<file path="src/design/gpio_pattern_sequencer_unit_macros.svh">
`ifndef GPIO_PATTERN_SEQUENCER_UNIT_MACROS_SVH
`define GPIO_PATTERN_SEQUENCER_UNIT_MACROS_SVH

// Same-cycle implication, sampled on clk_i, off during reset.
`define GPS_ASSERT_IMP(lbl, ante, cons, msg) \
  lbl: assert property (@(posedge clk_i) disable iff (!rst_ni) (ante) |-> (cons)) \
    else $error(msg);

// Next-cycle implication, sampled on clk_i, off during reset.
`define GPS_ASSERT_NXT(lbl, ante, cons, msg) \
  lbl: assert property (@(posedge clk_i) disable iff (!rst_ni) (ante) |=> (cons)) \
    else $error(msg);

`endif

</file>
<file path="src/design/gps_pkg.sv">
`default_nettype none

package gps_pkg;

  localparam int ProgDepth = 4096;
  localparam int ProgAw    = $clog2(ProgDepth);
  localparam int PinCount  = 4;
  localparam logic [3:0] PinMask = 4'((1 << PinCount) - 1);

  localparam int CfgIdxW  = 2;
  localparam int CfgDataW = 24;
  localparam logic [CfgIdxW-1:0] CfgStepPeriod  = 2'd0;
  localparam logic [CfgIdxW-1:0] CfgWaitTimeout = 2'd1;
  localparam logic [CfgIdxW-1:0] CfgRepeatTotal = 2'd2;

  localparam logic [9:0]  StepPeriodRst  = 10'd1;
  localparam logic [23:0] WaitTimeoutRst = 24'd100000;
  localparam logic [13:0] RepeatTotalRst = 14'd0;
  localparam logic [15:0] ByteCountMax   = 16'hFFFF;

  typedef enum logic [1:0] {
    CmdLoad,
    CmdStart,
    CmdTick,
    CmdNop
  } cmd_e;

  typedef enum logic [3:0] {
    OpSkip,
    OpIn,
    OpOut,
    OpCap8,
    OpCap16,
    OpHigh,
    OpLow,
    OpToggle,
    OpRead,
    OpBegin,
    OpRepeat,
    OpWaitLow,
    OpWaitHigh,
    OpFall,
    OpRise,
    OpStop
  } opcode_e;

  typedef struct packed {
    cmd_e        cmd;
    logic [11:0] prog_addr;
    opcode_e     prog_opcode;
    logic [1:0]  prog_pin;
    logic [3:0]  pins_in;
    logic [31:0] timer_value;
  } in_item_t;

  typedef struct packed {
    logic [3:0]  pin_drive;
    logic [3:0]  pin_dir;
    logic        byte_valid;
    logic [7:0]  data_byte;
    logic [15:0] byte_count;
    logic        running;
    logic        run_done;
    logic        run_failed;
    logic        last;
  } out_item_t;

  typedef struct packed {
    logic [1:0] pin;
    opcode_e    op;
  } prog_word_t;

  typedef struct packed {
    logic              we;
    logic [ProgAw-1:0] waddr;
    prog_word_t        wdata;
    logic [ProgAw-1:0] raddr;
  } mem_req_t;

  typedef struct packed {
    logic                we;
    logic [CfgIdxW-1:0]  idx;
    logic [CfgDataW-1:0] data;
  } cfg_wr_t;

  typedef struct packed {
    logic      push;
    logic      two;
    out_item_t item0;
    out_item_t item1;
  } res_t;

endpackage

`default_nettype wire

</file>
<file path="src/design/gps_out_fifo.sv">
`default_nettype none

module gps_out_fifo (
  input  wire logic               clk_i,
  input  wire logic               rst_ni,
  input  wire gps_pkg::res_t      res_i,
  input  wire logic               pop_i,
  output logic                    valid_o,
  output gps_pkg::out_item_t      data_o,
  output logic                    stall_o
);

  localparam int Depth = 4;
  localparam int Aw    = $clog2(Depth);
  localparam int Cw    = $clog2(Depth + 1);

  gps_pkg::out_item_t slot_q [Depth];
  logic [Aw-1:0] head_q, head_d, tail_q, tail_d;
  logic [Cw-1:0] count_q, count_d;
  logic [Cw-1:0] npush;

  always_comb begin
    npush   = res_i.push ? (res_i.two ? Cw'(2) : Cw'(1)) : '0;
    tail_d  = Aw'(tail_q + Aw'(npush));
    head_d  = pop_i ? Aw'(head_q + 1'b1) : head_q;
    count_d = Cw'(count_q + npush - Cw'(pop_i));
  end

  always_ff @(posedge clk_i) begin
    if (res_i.push) begin
      slot_q[tail_q] <= res_i.item0;
      if (res_i.two) begin
        slot_q[Aw'(tail_q + 1'b1)] <= res_i.item1;
      end
    end
  end

  always_ff @(posedge clk_i or negedge rst_ni) begin
    if (!rst_ni) begin
      head_q  <= '0;
      tail_q  <= '0;
      count_q <= '0;
    end else begin
      head_q  <= head_d;
      tail_q  <= tail_d;
      count_q <= count_d;
    end
  end

  // room for a two-item transaction is required before accepting
  assign stall_o = count_q > Cw'(Depth - 2);
  assign valid_o = count_q != '0;
  assign data_o  = slot_q[head_q];

endmodule

`default_nettype wire

</file>
<file path="config.mk">
export PLATFORM = sky130hd
export DESIGN_NAME = gps_out_fifo
export DESIGN_NICKNAME = d
export VERILOG_FILES = /design/src/design/gpio_pattern_sequencer_unit_macros.svh /design/src/design/gps_pkg.sv /design/src/design/gps_out_fifo.sv
export SDC_FILE = /design/constraint.sdc
export NUM_CORES = 1
export LEC_CHECK = 0
export BUFFER_PORTS_ARGS = -buffer_cell sky130_fd_sc_hd__buf_2
export CORE_MARGIN = 2
export CORE_UTILIZATION = 40
export DETAILED_ROUTE_END_ITERATION = 8
export GPL_TIMING_DRIVEN = 1
export SYNTH_ARGS = -nofsm -noshare
export SYNTH_HDL_FRONTEND = slang
export SYNTH_SLANG_ARGS = --single-unit
</file>
<file path="constraint.sdc">
create_clock -name clk_i -period 5.15 [get_ports clk_i]
set_clock_uncertainty 0.15 [all_clocks]
set_input_delay 1.03 -clock clk_i [delete_from_list [all_inputs] [get_ports clk_i]]
set_output_delay 1.03 -clock clk_i [all_outputs]
set_load 0.005 [all_outputs]
</file>
==> reports/qor.yml <==
route:
  route.detailed.wl_per_inst_um: 21.4
  ant_nets: 0
  route.detailed.drc: 0
  top_signal_layer_used: "met4"
  detail_route.first_pass.iterations: 8
  routed-via-count: 4067
  drt_iter0_drc: 207
  route.layer.met1.wl_um: 7500
  route.detailed.vias_per_inst: 5.11
  met2RoutedLength_um: 8410
  finalWirelength_um: 17000
  wl_met3_um: 895
setup_path:
  reg2reg_depth: 3
  critical_path_class: "reg2out"
  cp-start-kind: "flip-flop"
  critical_path_required_ns: 3.97
  critPathLaunch: "head_q[0]"
  maximum_fanout_encountered_on_the_critical_timing_path: 39
  timing.rr.end: "slot_q[1][32]"
  regToRegStartpoint: "tail_q[0]"
  slack_of_the_worst_reg_to_reg_path_ns: 2.58
  cp.arrival_ns: 2.22
  end_kind: "output pin"
logic_synthesis:
  synth-simple-area-share_pct: 1.35
  synthMuxAreaShare_pct: 35.2
  mappedNetlistArea_um2: 7910
  syn-num-nets: 481
  main_combinational_cell_family_by_area_after_synthesis: "multiplexers"
  synthDistinctLibCells: 29
  synth.top_cell.area_share_pct: 56.2
  post_synth.cell_area_avg_um2: 19.8
  synth_cells: 399
  synth_compound_area_share_pct: 0.348
  synth_top_area_cell: "sky130_fd_sc_hd__edfxtp_1"
  proportion_of_synthesized_chip_area_in_sequential_cells_pct: 58.4
  synthTopCellsByArea: "sky130_fd_sc_hd__edfxtp_1 (56%), sky130_fd_sc_hd__mux2_4 (14%), sky130_fd_sc_hd__mux4_2 (11%), sky130_fd_sc_hd__mux2_2 (9.7%), sky130_fd_sc_hd__dfrtp_1 (2.2%)"
  ys_async_sr_fraction_pct: 4.52
  yosys_most_used_dff: "sky130_fd_sc_hd__edfxtp_1"
  ys_seq_elements: 155
  post_synth_fa_ha_maj_area_fraction_pct: 0.570
  synth_edf_count: 148
  ys_warn_count: 0
  synth-xor-area-share_pct: 0.776
min_path:
  hold_path_class: "in2async"
clock_tree:
  numClockSinks: 155
  cts-resized-gates: 0
  clk_latency_ns: 0.42
  postCtsSetupRepairBufs: 0
  clkSlewWorstSetupHoldPaths_ns: 0.06
  ctsRootBufferMaster: "sky130_fd_sc_hd__clkbuf_16"
  clock_path_buffers: 2
  tritoncts.num_buffers: 17
  cts_max_level: 4
  cts.hold.buffers_added: 0
  cts_tree: "done"
floorplan:
  std_cell_rows: 51
  floorplan.initialDensity_pct: 40.8
  core_um2: 19400
  floorplan.io_pins: 118
  fp.dieH_um: 145
  chipWidth_um: 145
  floorplan.die_area_um2: 20900
global_route:
  pin_count_of_the_biggest_net_entering_global_routing: 40
  grt_overflow_total: 0
  grt_pass1_vias: 4484
  grt_first_pass_wirelength_um: 25600
  grt_antenna_before_repair: 4
  grt.total_usage_pct: 17.1
final_layout:
  final_cell_area_um2: 9240
  number_of_filler_instances_in_the_final_layout: 1725
  mostFrequentLayoutCell: "sky130_fd_sc_hd__edfxtp_1"
  postLayoutCoreUtil_pct: 47.6
  syn_to_final_growth_pct: 16.8
  final_nets: 597
  drive_gt1_share_pct: 64.1
  final_cell_mix: "sky130_fd_sc_hd__edfxtp_1 (148), sky130_fd_sc_hd__buf_2 (117), sky130_fd_sc_hd__mux2_4 (76)"
place:
  gp_congestion: 0.724
  placement.cell_area_um2: 8660
  buffer_ports.inserted: 117
  post-dp-hpwl_um: 10200
sta:
  max_clock_freq_mhz: 294
  worst-slew-pin-transition_ns: 1.10
  totalNegativeSetupSlack_ns: 0
  final_min_period_over_clock_period_pct: 66.1
  final_hold_viol_count: 0
  final_max_slew_viol_count: 0
  max-slew-margin-rel_pct: 26.6
  finalSetupViolations: 0
  rsz0062_at_grt: "false"
  post_route_minimum_period_ns: 3.40
power:
  static-leakage-power_uw: 0.00352
  ir_drop_mv: 0.399
  power_density_relative_to_cell_area_nw_per_um2: 493
run:
  max-cap-violations: 0
outcome:
  status: "finished, final reports clean"
## sequential cells by signal (all words and copies together), names as in the netlist
| name | count |
|---|---|
| count_q | 3 |
| head_q | 2 |
| slot_q | 148 |
| tail_q | 2 |
## critical path: stages (launching register included)
cell and delay (ns):
sky130_fd_sc_hd__dfrtp_4 0.99, sky130_fd_sc_hd__mux4_2 0.64, sky130_fd_sc_hd__buf_2 0.15
## synthesized netlist by cell type, drive strengths merged (2+ instances only)
cell type / count
inv: 3
ha: 2
edfxtp: 148
mux4: 37
buf: 26
nand2b: 2
dfrtp: 7
nor2: 3
xnor2: 6
mux2: 148
nand2: 3
nand4b: 2
## stage by stage
stage / hold WS (ns) / std cells / power, µW / worst slack [ns]
final: 0.289 / 796 / 4560 / 1.75
after detailed placement: 0.344 / 761 / 3400 / 1.87
after floorplan: 0.312 / 399 / 2880 / 0.494
after global routing: 0.285 / 794 / 4780 / 1.59
after CTS: 0.274 / 792 / 4620 / 1.67
after global placement: 0.328 / 761 / 3370 / 1.94
## area by class of cell
| cell class | instances | area [µm²] | area share, % |
|---|---|---|---|
| Antenna cell | 4 | 10.0 | 0.108 |
| Inverter | 3 | 11.3 | 0.122 |
| Multi-Input combinational cell | 214 | 3060 | 33.1 |
| Clock buffer | 19 | 433 | 4.69 |
| Timing Repair Buffer | 124 | 638 | 6.91 |
| Sequential cell | 155 | 4620 | 50.1 |
| Tap cell | 265 | 332 | 3.59 |
| Clock inverter | 12 | 130 | 1.41 |
## where the power goes
group	total [µW]	leakage (µW)	switching [µW]	internal, µW
logic	1330	0.00178	577	752
clock network	1220	0.000280	475	748
registers	2000	0.00145	258	1750
## logic make-up (layout without fill, tap and decap cells)
family / after synthesis / in the layout
fa+ha+maj: 3 / 3
simple gates: 15 / 15
other cells: 0 / 4
flops: 155 / 155
buf+inv: 30 / 158
mux: 185 / 185
xor+xnor: 7 / 7
compound gates: 4 / 4
## worst max-delay path by stage
stage	cells after the start	endpoint	slack [ns]
2_1_floorplan	3	slot_q[2][0]	0.49
3_3_place_gp	4	slot_q[1][33]	1.94
3_5_place_dp	4	slot_q[1][33]	1.87
4_1_cts	2	data_o[23]	1.67
5_1_grt	2	data_o[12]	1.59
6_report	2	data_o[12]	1.75
## routing by layer
metal	GRT usage [%]	vias up
met5	0	-
met4	5.57	0
met3	4.57	15
met2	28.6	92
met1	21.7	2109
li1	-	1851
(Power assumes the default switching activity.)
