<file path="src/design/gpio_pattern_sequencer_unit_macros.svh">
`ifndef GPIO_PATTERN_SEQUENCER_UNIT_MACROS_SVH
`define GPIO_PATTERN_SEQUENCER_UNIT_MACROS_SVH

// Same-cycle implication, sampled on clk_i, off during reset.
`define GPS_ASSERT_IMP(lbl, ante, cons, msg) \
  lbl: assert property (@(posedge clk_i) disable iff (!rst_ni) (ante) |-> (cons)) \
    else $error(msg);

// Next-cycle implication, sampled on clk_i, off during reset.
`define GPS_ASSERT_NXT(lbl, ante, cons, msg) \
  lbl: assert property (@(posedge clk_i) disable iff (!rst_ni) (ante) |=> (cons)) \
    else $error(msg);

`endif

</file>
<file path="src/design/gps_pkg.sv">
`default_nettype none

package gps_pkg;

  localparam int ProgDepth = 4096;
  localparam int ProgAw    = $clog2(ProgDepth);
  localparam int PinCount  = 4;
  localparam logic [3:0] PinMask = 4'((1 << PinCount) - 1);

  localparam int CfgIdxW  = 2;
  localparam int CfgDataW = 24;
  localparam logic [CfgIdxW-1:0] CfgStepPeriod  = 2'd0;
  localparam logic [CfgIdxW-1:0] CfgWaitTimeout = 2'd1;
  localparam logic [CfgIdxW-1:0] CfgRepeatTotal = 2'd2;

  localparam logic [9:0]  StepPeriodRst  = 10'd1;
  localparam logic [23:0] WaitTimeoutRst = 24'd100000;
  localparam logic [13:0] RepeatTotalRst = 14'd0;
  localparam logic [15:0] ByteCountMax   = 16'hFFFF;

  typedef enum logic [1:0] {
    CmdLoad,
    CmdStart,
    CmdTick,
    CmdNop
  } cmd_e;

  typedef enum logic [3:0] {
    OpSkip,
    OpIn,
    OpOut,
    OpCap8,
    OpCap16,
    OpHigh,
    OpLow,
    OpToggle,
    OpRead,
    OpBegin,
    OpRepeat,
    OpWaitLow,
    OpWaitHigh,
    OpFall,
    OpRise,
    OpStop
  } opcode_e;

  typedef struct packed {
    cmd_e        cmd;
    logic [11:0] prog_addr;
    opcode_e     prog_opcode;
    logic [1:0]  prog_pin;
    logic [3:0]  pins_in;
    logic [31:0] timer_value;
  } in_item_t;

  typedef struct packed {
    logic [3:0]  pin_drive;
    logic [3:0]  pin_dir;
    logic        byte_valid;
    logic [7:0]  data_byte;
    logic [15:0] byte_count;
    logic        running;
    logic        run_done;
    logic        run_failed;
    logic        last;
  } out_item_t;

  typedef struct packed {
    logic [1:0] pin;
    opcode_e    op;
  } prog_word_t;

  typedef struct packed {
    logic              we;
    logic [ProgAw-1:0] waddr;
    prog_word_t        wdata;
    logic [ProgAw-1:0] raddr;
  } mem_req_t;

  typedef struct packed {
    logic                we;
    logic [CfgIdxW-1:0]  idx;
    logic [CfgDataW-1:0] data;
  } cfg_wr_t;

  typedef struct packed {
    logic      push;
    logic      two;
    out_item_t item0;
    out_item_t item1;
  } res_t;

endpackage

`default_nettype wire

</file>
<file path="src/design/gps_core.sv">
`default_nettype none
`include "gpio_pattern_sequencer_unit_macros.svh"

module gps_core (
  input  wire logic                clk_i,
  input  wire logic                rst_ni,
  input  wire gps_pkg::cfg_wr_t    cfg_i,
  input  wire logic                accept_i,
  input  wire gps_pkg::in_item_t   in_i,
  input  wire gps_pkg::prog_word_t rdata_i,
  output gps_pkg::mem_req_t        mem_req_o,
  output gps_pkg::res_t            res_o
);

  localparam int Aw = gps_pkg::ProgAw;

  function automatic logic [Aw-1:0] next_addr(input logic [Aw-1:0] a);
    return (a == Aw'(gps_pkg::ProgDepth - 1)) ? '0 : Aw'(a + 1'b1);
  endfunction

  function automatic logic [15:0] sat_inc(input logic [15:0] v);
    return (v == gps_pkg::ByteCountMax) ? v : 16'(v + 1'b1);
  endfunction

  function automatic logic [3:0] pin_bit(input logic [1:0] pin);
    return (int'(pin) < gps_pkg::PinCount) ? (4'b0001 << pin) : 4'b0000;
  endfunction

  function automatic logic pin_level(input logic [1:0] pin, input logic [3:0] pins);
    return (int'(pin) < gps_pkg::PinCount) ? pins[pin] : 1'b0;
  endfunction

  logic [9:0]  step_period_q;
  logic [23:0] wait_timeout_q;
  logic [13:0] repeat_total_q;

  logic [Aw-1:0] ptr_q, ptr_d;
  logic [9:0]    period_q, period_d;
  logic [23:0]   wait_count_q, wait_count_d;
  logic          wait_phase_q, wait_phase_d;
  logic [13:0]   repeats_q, repeats_d;
  logic [Aw-1:0] loop_start_q, loop_start_d;
  logic          loop_valid_q, loop_valid_d;
  logic [3:0]    drive_q, drive_d;
  logic [3:0]    dir_q, dir_d;
  logic [7:0]    bit_accum_q, bit_accum_d;
  logic [2:0]    bit_fill_q, bit_fill_d;
  logic [15:0]   bytes_made_q, bytes_made_d;
  logic          run_active_q, run_active_d;
  logic          fail_q, fail_d;

  logic [9:0]  per;
  logic [23:0] limit;
  logic [10:0] period_inc;
  logic        period_hit;
  logic        lv;
  logic        wait_done;
  logic        wait_phase_nx;
  logic [23:0] wait_inc;
  logic        wait_expired;
  logic        load_ok;
  logic [1:0]  nbytes;
  logic [7:0]  byte0, byte1;
  logic [15:0] cnt0, cnt1;
  logic        ended;

  always_ff @(posedge clk_i or negedge rst_ni) begin
    if (!rst_ni) begin
      step_period_q  <= gps_pkg::StepPeriodRst;
      wait_timeout_q <= gps_pkg::WaitTimeoutRst;
      repeat_total_q <= gps_pkg::RepeatTotalRst;
    end else if (cfg_i.we) begin
      case (cfg_i.idx)
        gps_pkg::CfgStepPeriod:  step_period_q  <= cfg_i.data[9:0];
        gps_pkg::CfgWaitTimeout: wait_timeout_q <= cfg_i.data[23:0];
        gps_pkg::CfgRepeatTotal: repeat_total_q <= cfg_i.data[13:0];
        default: ;
      endcase
    end
  end

  always_comb begin
    logic first;
    logic target;
    logic hit;
    per        = (step_period_q == '0) ? 10'd1 : step_period_q;
    limit      = (wait_timeout_q == '0) ? 24'd1 : wait_timeout_q;
    period_inc = 11'({1'b0, period_q} + 11'd1);
    period_hit = period_inc >= {1'b0, per};
    lv         = pin_level(rdata_i.pin, in_i.pins_in);
    first      = rdata_i.op == gps_pkg::OpFall;
    target     = wait_phase_q ? !first : first;
    hit        = lv == target;
    wait_phase_nx = wait_phase_q;
    case (rdata_i.op)
      gps_pkg::OpWaitLow:  wait_done = !lv;
      gps_pkg::OpWaitHigh: wait_done = lv;
      gps_pkg::OpFall, gps_pkg::OpRise: begin
        wait_done     = hit && wait_phase_q;
        wait_phase_nx = hit ? 1'b1 : wait_phase_q;
      end
      default: wait_done = 1'b0;
    endcase
    wait_inc     = 24'(wait_count_q + 1'b1);
    wait_expired = wait_inc >= limit;
  end

  always_comb begin
    logic          exec;
    logic          run_wait;
    logic          finish;
    logic          adv;
    logic          flush;
    logic          push_en;
    logic [4:0]    push_n;
    logic [15:0]   push_val;
    logic [3:0]    pbit;
    logic [Aw-1:0] nxt;
    logic [23:0]   combined;
    logic [4:0]    total;

    ptr_d        = ptr_q;
    period_d     = period_q;
    wait_count_d = wait_count_q;
    wait_phase_d = wait_phase_q;
    repeats_d    = repeats_q;
    loop_start_d = loop_start_q;
    loop_valid_d = loop_valid_q;
    drive_d      = drive_q;
    dir_d        = dir_q;
    bit_accum_d  = bit_accum_q;
    bit_fill_d   = bit_fill_q;
    bytes_made_d = bytes_made_q;
    run_active_d = run_active_q;
    fail_d       = fail_q;

    exec     = 1'b0;
    run_wait = 1'b0;
    finish   = 1'b0;
    adv      = 1'b1;
    flush    = 1'b0;
    push_en  = 1'b0;
    push_n   = '0;
    push_val = '0;
    ended    = 1'b0;
    load_ok  = 1'b0;
    pbit     = pin_bit(rdata_i.pin);
    nxt      = next_addr(ptr_q);

    if (accept_i) begin
      case (in_i.cmd)
        gps_pkg::CmdLoad: begin
          load_ok = !run_active_q && (32'(in_i.prog_addr) < 32'(gps_pkg::ProgDepth));
        end
        gps_pkg::CmdStart: begin
          ptr_d        = '0;
          period_d     = '0;
          wait_count_d = '0;
          wait_phase_d = 1'b0;
          repeats_d    = repeat_total_q;
          loop_start_d = '0;
          loop_valid_d = 1'b0;
          bit_accum_d  = '0;
          bit_fill_d   = '0;
          bytes_made_d = '0;
          fail_d       = 1'b0;
          run_active_d = 1'b1;
        end
        gps_pkg::CmdTick: begin
          if (run_active_q) begin
            if (wait_count_q != '0) begin
              run_wait = 1'b1;
            end else if (!period_hit) begin
              period_d = period_inc[9:0];
            end else begin
              period_d = '0;
              exec     = 1'b1;
            end
          end
        end
        default: ;
      endcase
    end

    if (exec) begin
      case (rdata_i.op)
        gps_pkg::OpIn:  dir_d = (dir_q | pbit) & gps_pkg::PinMask;
        gps_pkg::OpOut: dir_d = dir_q & ~pbit;
        gps_pkg::OpCap8: begin
          push_en  = 1'b1;
          push_n   = 5'd8;
          push_val = {8'b0, in_i.timer_value[7:0]};
        end
        gps_pkg::OpCap16: begin
          push_en  = 1'b1;
          push_n   = 5'd16;
          push_val = in_i.timer_value[15:0];
        end
        gps_pkg::OpHigh:   drive_d = (drive_q | pbit) & gps_pkg::PinMask;
        gps_pkg::OpLow:    drive_d = drive_q & ~pbit;
        gps_pkg::OpToggle: drive_d = (drive_q ^ pbit) & gps_pkg::PinMask;
        gps_pkg::OpRead: begin
          push_en  = 1'b1;
          push_n   = 5'd1;
          push_val = {15'b0, lv};
        end
        gps_pkg::OpBegin: begin
          loop_start_d = ptr_q;
          loop_valid_d = 1'b1;
        end
        gps_pkg::OpRepeat: begin
          if (repeats_q != '0) begin
            repeats_d = 14'(repeats_q - 1'b1);
            if (loop_valid_q) begin
              nxt = next_addr(loop_start_q);
            end
          end
        end
        gps_pkg::OpWaitLow, gps_pkg::OpWaitHigh, gps_pkg::OpFall, gps_pkg::OpRise: begin
          run_wait = 1'b1;
          adv      = 1'b0;
        end
        gps_pkg::OpStop: begin
          finish = 1'b1;
          adv    = 1'b0;
        end
        default: ;
      endcase
      if (adv) begin
        ptr_d = nxt;
      end
    end

    // wait_count and wait_phase are already zero when a wait first executes
    if (run_wait) begin
      if (wait_done) begin
        wait_count_d = '0;
        wait_phase_d = 1'b0;
        period_d     = '0;
        ptr_d        = next_addr(ptr_q);
      end else begin
        wait_count_d = wait_inc;
        wait_phase_d = wait_phase_nx;
        if (wait_expired) begin
          fail_d = 1'b1;
          finish = 1'b1;
        end
      end
    end

    if (finish) begin
      flush        = bit_fill_q != '0;
      bit_accum_d  = '0;
      bit_fill_d   = '0;
      wait_count_d = '0;
      wait_phase_d = 1'b0;
      run_active_d = 1'b0;
      ended        = 1'b1;
    end

    combined = ({8'b0, push_val} << bit_fill_q) | {16'b0, bit_accum_q};
    total    = 5'({2'b0, bit_fill_q} + push_n);
    nbytes   = '0;
    byte0    = '0;
    byte1    = '0;
    if (push_en) begin
      nbytes     = total[4:3];
      byte0      = combined[7:0];
      byte1      = combined[15:8];
      bit_fill_d = total[2:0];
      case (total[4:3])
        2'd0:    bit_accum_d = combined[7:0];
        2'd1:    bit_accum_d = combined[15:8];
        default: bit_accum_d = combined[23:16];
      endcase
    end else if (flush) begin
      nbytes = 2'd1;
      byte0  = bit_accum_q;
    end

    cnt0 = sat_inc(bytes_made_q);
    cnt1 = sat_inc(cnt0);
    case (nbytes)
      2'd1:    bytes_made_d = cnt0;
      2'd2:    bytes_made_d = cnt1;
      default: ;
    endcase
  end

  always_ff @(posedge clk_i or negedge rst_ni) begin
    if (!rst_ni) begin
      ptr_q        <= '0;
      period_q     <= '0;
      wait_count_q <= '0;
      wait_phase_q <= 1'b0;
      repeats_q    <= '0;
      loop_start_q <= '0;
      loop_valid_q <= 1'b0;
      drive_q      <= '0;
      dir_q        <= gps_pkg::PinMask;
      bit_accum_q  <= '0;
      bit_fill_q   <= '0;
      bytes_made_q <= '0;
      run_active_q <= 1'b0;
      fail_q       <= 1'b0;
    end else begin
      ptr_q        <= ptr_d;
      period_q     <= period_d;
      wait_count_q <= wait_count_d;
      wait_phase_q <= wait_phase_d;
      repeats_q    <= repeats_d;
      loop_start_q <= loop_start_d;
      loop_valid_q <= loop_valid_d;
      drive_q      <= drive_d;
      dir_q        <= dir_d;
      bit_accum_q  <= bit_accum_d;
      bit_fill_q   <= bit_fill_d;
      bytes_made_q <= bytes_made_d;
      run_active_q <= run_active_d;
      fail_q       <= fail_d;
    end
  end

  // read address tracks the next pointer so the word is ready on the next tick;
  // loads only land while idle and start re-reads address zero
  always_comb begin
    mem_req_o.we    = load_ok;
    mem_req_o.waddr = Aw'(in_i.prog_addr);
    mem_req_o.wdata = '{pin: in_i.prog_pin, op: in_i.prog_opcode};
    mem_req_o.raddr = ptr_d;
  end

  always_comb begin
    res_o.push             = accept_i;
    res_o.two              = nbytes == 2'd2;
    res_o.item0.pin_drive  = drive_d;
    res_o.item0.pin_dir    = dir_d;
    res_o.item0.byte_valid = nbytes != 2'd0;
    res_o.item0.data_byte  = (nbytes != 2'd0) ? byte0 : 8'd0;
    res_o.item0.byte_count = (nbytes != 2'd0) ? cnt0 : bytes_made_d;
    res_o.item0.running    = run_active_d;
    res_o.item0.run_done   = ended;
    res_o.item0.run_failed = fail_d;
    res_o.item0.last       = nbytes != 2'd2;
    res_o.item1            = res_o.item0;
    res_o.item1.data_byte  = byte1;
    res_o.item1.byte_count = cnt1;
    res_o.item1.last       = 1'b1;
  end

  `GPS_ASSERT_IMP(a_wait_needs_run, wait_count_q != '0, run_active_q, "wait pending while idle")
  `GPS_ASSERT_IMP(a_phase_in_wait, wait_count_q == '0, !wait_phase_q, "edge phase outside a wait")
  `GPS_ASSERT_IMP(a_idle_no_bits, !run_active_q, bit_fill_q == '0 && bit_accum_q == '0, "bits left after run end")
  `GPS_ASSERT_IMP(a_no_load_running, mem_req_o.we, !run_active_q, "program write during run")
  `GPS_ASSERT_NXT(a_start_clears, accept_i && in_i.cmd == gps_pkg::CmdStart, run_active_q && bytes_made_q == '0 && !fail_q, "start did not reset run")

endmodule

`default_nettype wire
</file>
<file path="config.mk">
export PLATFORM = sky130hd
export DESIGN_NAME = gps_core
export DESIGN_NICKNAME = d
export VERILOG_FILES = /design/src/design/gps_pkg.sv /design/src/design/gps_core.sv
export VERILOG_INCLUDE_DIRS = /design/src /design/src/design
export SDC_FILE = /design/constraint.sdc
export NUM_CORES = 1
export LEC_CHECK = 0
export BUFFER_PORTS_ARGS = -buffer_cell sky130_fd_sc_hd__buf_2
export CELL_PAD_IN_SITES_DETAIL_PLACEMENT = 2
export CELL_PAD_IN_SITES_GLOBAL_PLACEMENT = 2
export CORE_MARGIN = 8
export CORE_UTILIZATION = 35
export CTS_CLUSTER_DIAMETER = 80
export DETAILED_ROUTE_END_ITERATION = 10
export PLACE_DENSITY = 0.94
export SYNTH_ARGS = -nofsm -noshare
export SYNTH_HDL_FRONTEND = slang
export SYNTH_SLANG_ARGS = --single-unit
</file>
<file path="constraint.sdc">
create_clock -name clk_i -period 8.2 [get_ports clk_i]
set_clock_uncertainty 0.1 [all_clocks]
set_input_delay 0.82 -clock clk_i [delete_from_list [all_inputs] [get_ports clk_i]]
set_output_delay 0.82 -clock clk_i [all_outputs]
set_load 0.02 [all_outputs]
</file>
==> results.sh <==
export IMPL_slew_viol_final=0
export IMPL_clock_sinks=159
export IMPL_ctsHoldBuffers=0
export IMPL_arrival_ps=6920
export IMPL_status="finished clean"
export IMPL_crit_family="simple AND/OR/NAND/NOR gates"
export IMPL_clkLatencyLatePin_ps=460
export IMPL_design_area_um2=13700
export IMPL_clk_pin_slew_ps=70
export IMPL_p_clk_share_pct=38.9
export IMPL_slowest_delay_ps=550
export IMPL_worst_path_stages=25
export IMPL_wire_per_inst_um=23.8
export IMPL_io_buffers=145
export IMPL_synth_cells=1451
export IMPL_mappedNetlistArea_um2=12300
export IMPL_fill_cells=3922
export IMPL_vdd_drop_max_mv=0.159
export IMPL_syn_avg_cell_area_um2=8.45
export IMPL_ys_seq_area_share_pct=32.6
export IMPL_p_seq_share_pct=43.4
export IMPL_p_per_area_nw_per_um2=159
export IMPL_coreArea_um2=34500
export IMPL_post_cts_setup_buffers=0
export IMPL_endpoint_kind="primary output"
export IMPL_grt_pass1_wl_um=76200
export IMPL_setup_viol=0
export IMPL_grt_overflow_total=0
export IMPL_p_leak_nw=6.29
export IMPL_async_flop_share_pct=100
export IMPL_crit_buf_inv=5
export IMPL_dp_slack_ps=560
export IMPL_first_global_vias=13500
export IMPL_wirelength_um=47400
export IMPL_drive_gt1_share_pct=20.2
export IMPL_rsz0062_at_grt="no"
export IMPL_avgViaCountPerCell=6.02
export IMPL_rows=68
export IMPL_post_route_period_util_pct=95.6
export IMPL_setup_slack_ps=359
export IMPL_p_int_w=0.00146
export IMPL_cap_violations=0
export IMPL_cp_start_kind="flip-flop"
export IMPL_timing_fmax_mhz=128
export IMPL_die_w_um=203
export IMPL_hold_viol_final=0
export IMPL_synth_seq_cells=159
export IMPL_place_detailed_hpwl_um=34700
export IMPL_fin_tns_setup_ps=0
export IMPL_r2r_cells=21
export IMPL_synth_edf_count=0
export IMPL_cts_root_buf="clkbuf_16"
export IMPL_ioPinCount=199
export IMPL_dieArea_um2=41300
export IMPL_path_class="reg -> out"
export IMPL_nNetsFinal=1670
export IMPL_clockBufferDepth=2
export IMPL_path_max_fanout=12
export IMPL_tightest_slew_ps=1280
export IMPL_drtIter0Drc=669
export IMPL_hold_path_class="in -> async"
export IMPL_final_antenna_net_count=0
export IMPL_critPathSlowestCell="or3_1"
export IMPL_switching_share_pct=32.9
export IMPL_synth_net_count=1601
export IMPL_comb_power_share_pct=17.7
export IMPL_fin_crit_ps=7840
export IMPL_ys_warn_count=0
export IMPL_grt_max_degree=94
export IMPL_track_usage_pct=22.8
export IMPL_route_detailed_drc=0
export IMPL_areaGrowthSynthToFinish_pct=11.7
export IMPL_place_congestion=0.872
export IMPL_htree_levels=4
export IMPL_whs_ps=311
export IMPL_numCtsBuffers=17
export IMPL_die_y_um=203
export IMPL_slew_headroom_pct=14.3
export IMPL_seqCellArea_um2=3990
export IMPL_multi_input_comb_area_um2=7380
export IMPL_postPlaceCellArea_um2=13100
export IMPL_crit_top_cell="ha_1"
export IMPL_vias=12000
export IMPL_antenna_found_initial=4
export IMPL_drtPass1Iterations=5
export IMPL_netSwitchingPower_w=0.000716
export IMPL_cp_required_ps=7280
export IMPL_synth_flop_cell="dfrtp_1"
export IMPL_cts_tree="done"
export IMPL_initial_utilization_pct=35.5
export IMPL_synth_distinct_cells=96
==> stage by stage <==
| stage | total power (W) | util, % | instances |
|---|---|---|---|
| 2_1_floorplan | 0.00118 | - | 1451 |
| 3_3_place_gp | 0.00128 | 37.8 | 1956 |
| 3_5_place_dp | 0.00133 | 37.8 | 1956 |
| 4_1_cts | 0.00219 | 39.6 | 1988 |
| 5_1_grt | 0.00226 | 39.7 | 1989 |
| 6_report | 0.00217 | 39.7 | 1989 |
==> power by group through the flow <==
| stage | Sequential (W) | Clock, W | Combinational, W |
|---|---|---|---|
| after floorplan | 0.000920 | 0 | 0.000264 |
| after global placement | 0.000942 | 0 | 0.000338 |
| after detailed placement | 0.000953 | 0 | 0.000378 |
| after CTS | 0.000941 | 0.000861 | 0.000389 |
| after global routing | 0.000952 | 0.000885 | 0.000425 |
| final | 0.000944 | 0.000845 | 0.000385 |
==> cells in the final DEF, fill, tap and decap left out, types with 35 or more instances in the layout <==
cell,instances
dfrtp_1,148
inv_1,82
mux2_2,50
ha_1,57
nor2_1,89
nor3_1,35
and3_1,38
nand3_1,52
xnor2_1,38
nand2_1,158
o21ai_0,83
buf_2,144
a21oi_1,92
==> flip-flops by register name, indices dropped and copies added (netlist names), 12 cells and up <==
name,count
wait_count_q,24
bytes_made_q,16
loop_start_q,12
repeat_total_q,14
repeats_q,14
wait_timeout_q,24
ptr_q,12
==> synth_stat cells (24+ instances only) <==
cell      number  area share (%)
nor3_1        36             1.5
buf_4         44             2.7
nor2_1        90             2.8
ha_1          58             5.9
mux2_2        50             4.6
nand3_1       52             2.1
nand2_1      159             4.9
or3_1         28             1.4
and3_1        38             1.9
a31oi_1       28             1.4
a21o_1        24             1.5
xnor2_1       38             2.7
a21oi_1       92             3.8
dfrtp_1      148              30
inv_1         82             2.5
xor2_1        24             1.7
clkbuf_1      40             1.2
o21ai_0       83             3.4
==> cell families after synthesis <==
logic type	synth area share [%]
AO/OA/AOI/OAI	21.9
XOR/XNOR	4.43
adder cells (fa/ha/maj)	5.92
flip-flops	32.6
AND/OR/NAND/NOR	21.6
buffers and inverters	7.49
multiplexers	6.08
other	0.0306
==> final cells by class <==
type	count	area share [%]
clock inverter	14	1.18
antenna	1	0.0183
clock buffer	18	3.21
sequential	159	29.1
timing repair buffer	160	6.16
tap	455	4.16
inverter	82	2.25
multi-input combinational	1100	53.9
==> path summary, 6_finish.rpt <==
| kind | end | slack, ps | from |
|---|---|---|---|
| setup / recovery | res_o[53] | 360 | period_q[0] |
| hold / removal | wait_timeout_q[14] | 310 | rst_ni |
| setup reg to reg | bytes_made_q[10] | 1890 | period_q[0] |
| hold reg to reg | bit_accum_q[4] | 390 | bit_accum_q[4] |
| max in group asynchronous | bit_accum_q[5] | 6130 | rst_ni |
| min in group clk_i | bit_accum_q[4] | 390 | bit_accum_q[4] |
==> routing by layer <==
layer,track usage (%),vias to the layer above,share of wire [%]
met2,40.2,314,51
met5,0,-,0.074
met4,9.25,6,3.1
li1,-,5383,-
met3,4.24,114,4.0
met1,27.0,6148,42
==> repair_timing <==
action,in CTS,in global routing
setup endpoints to repair,1,16
hold endpoints to repair,0,0
cloned,0,0
gates resized for setup,1,6
No activity file was read; power rests on OpenSTA's default activity.
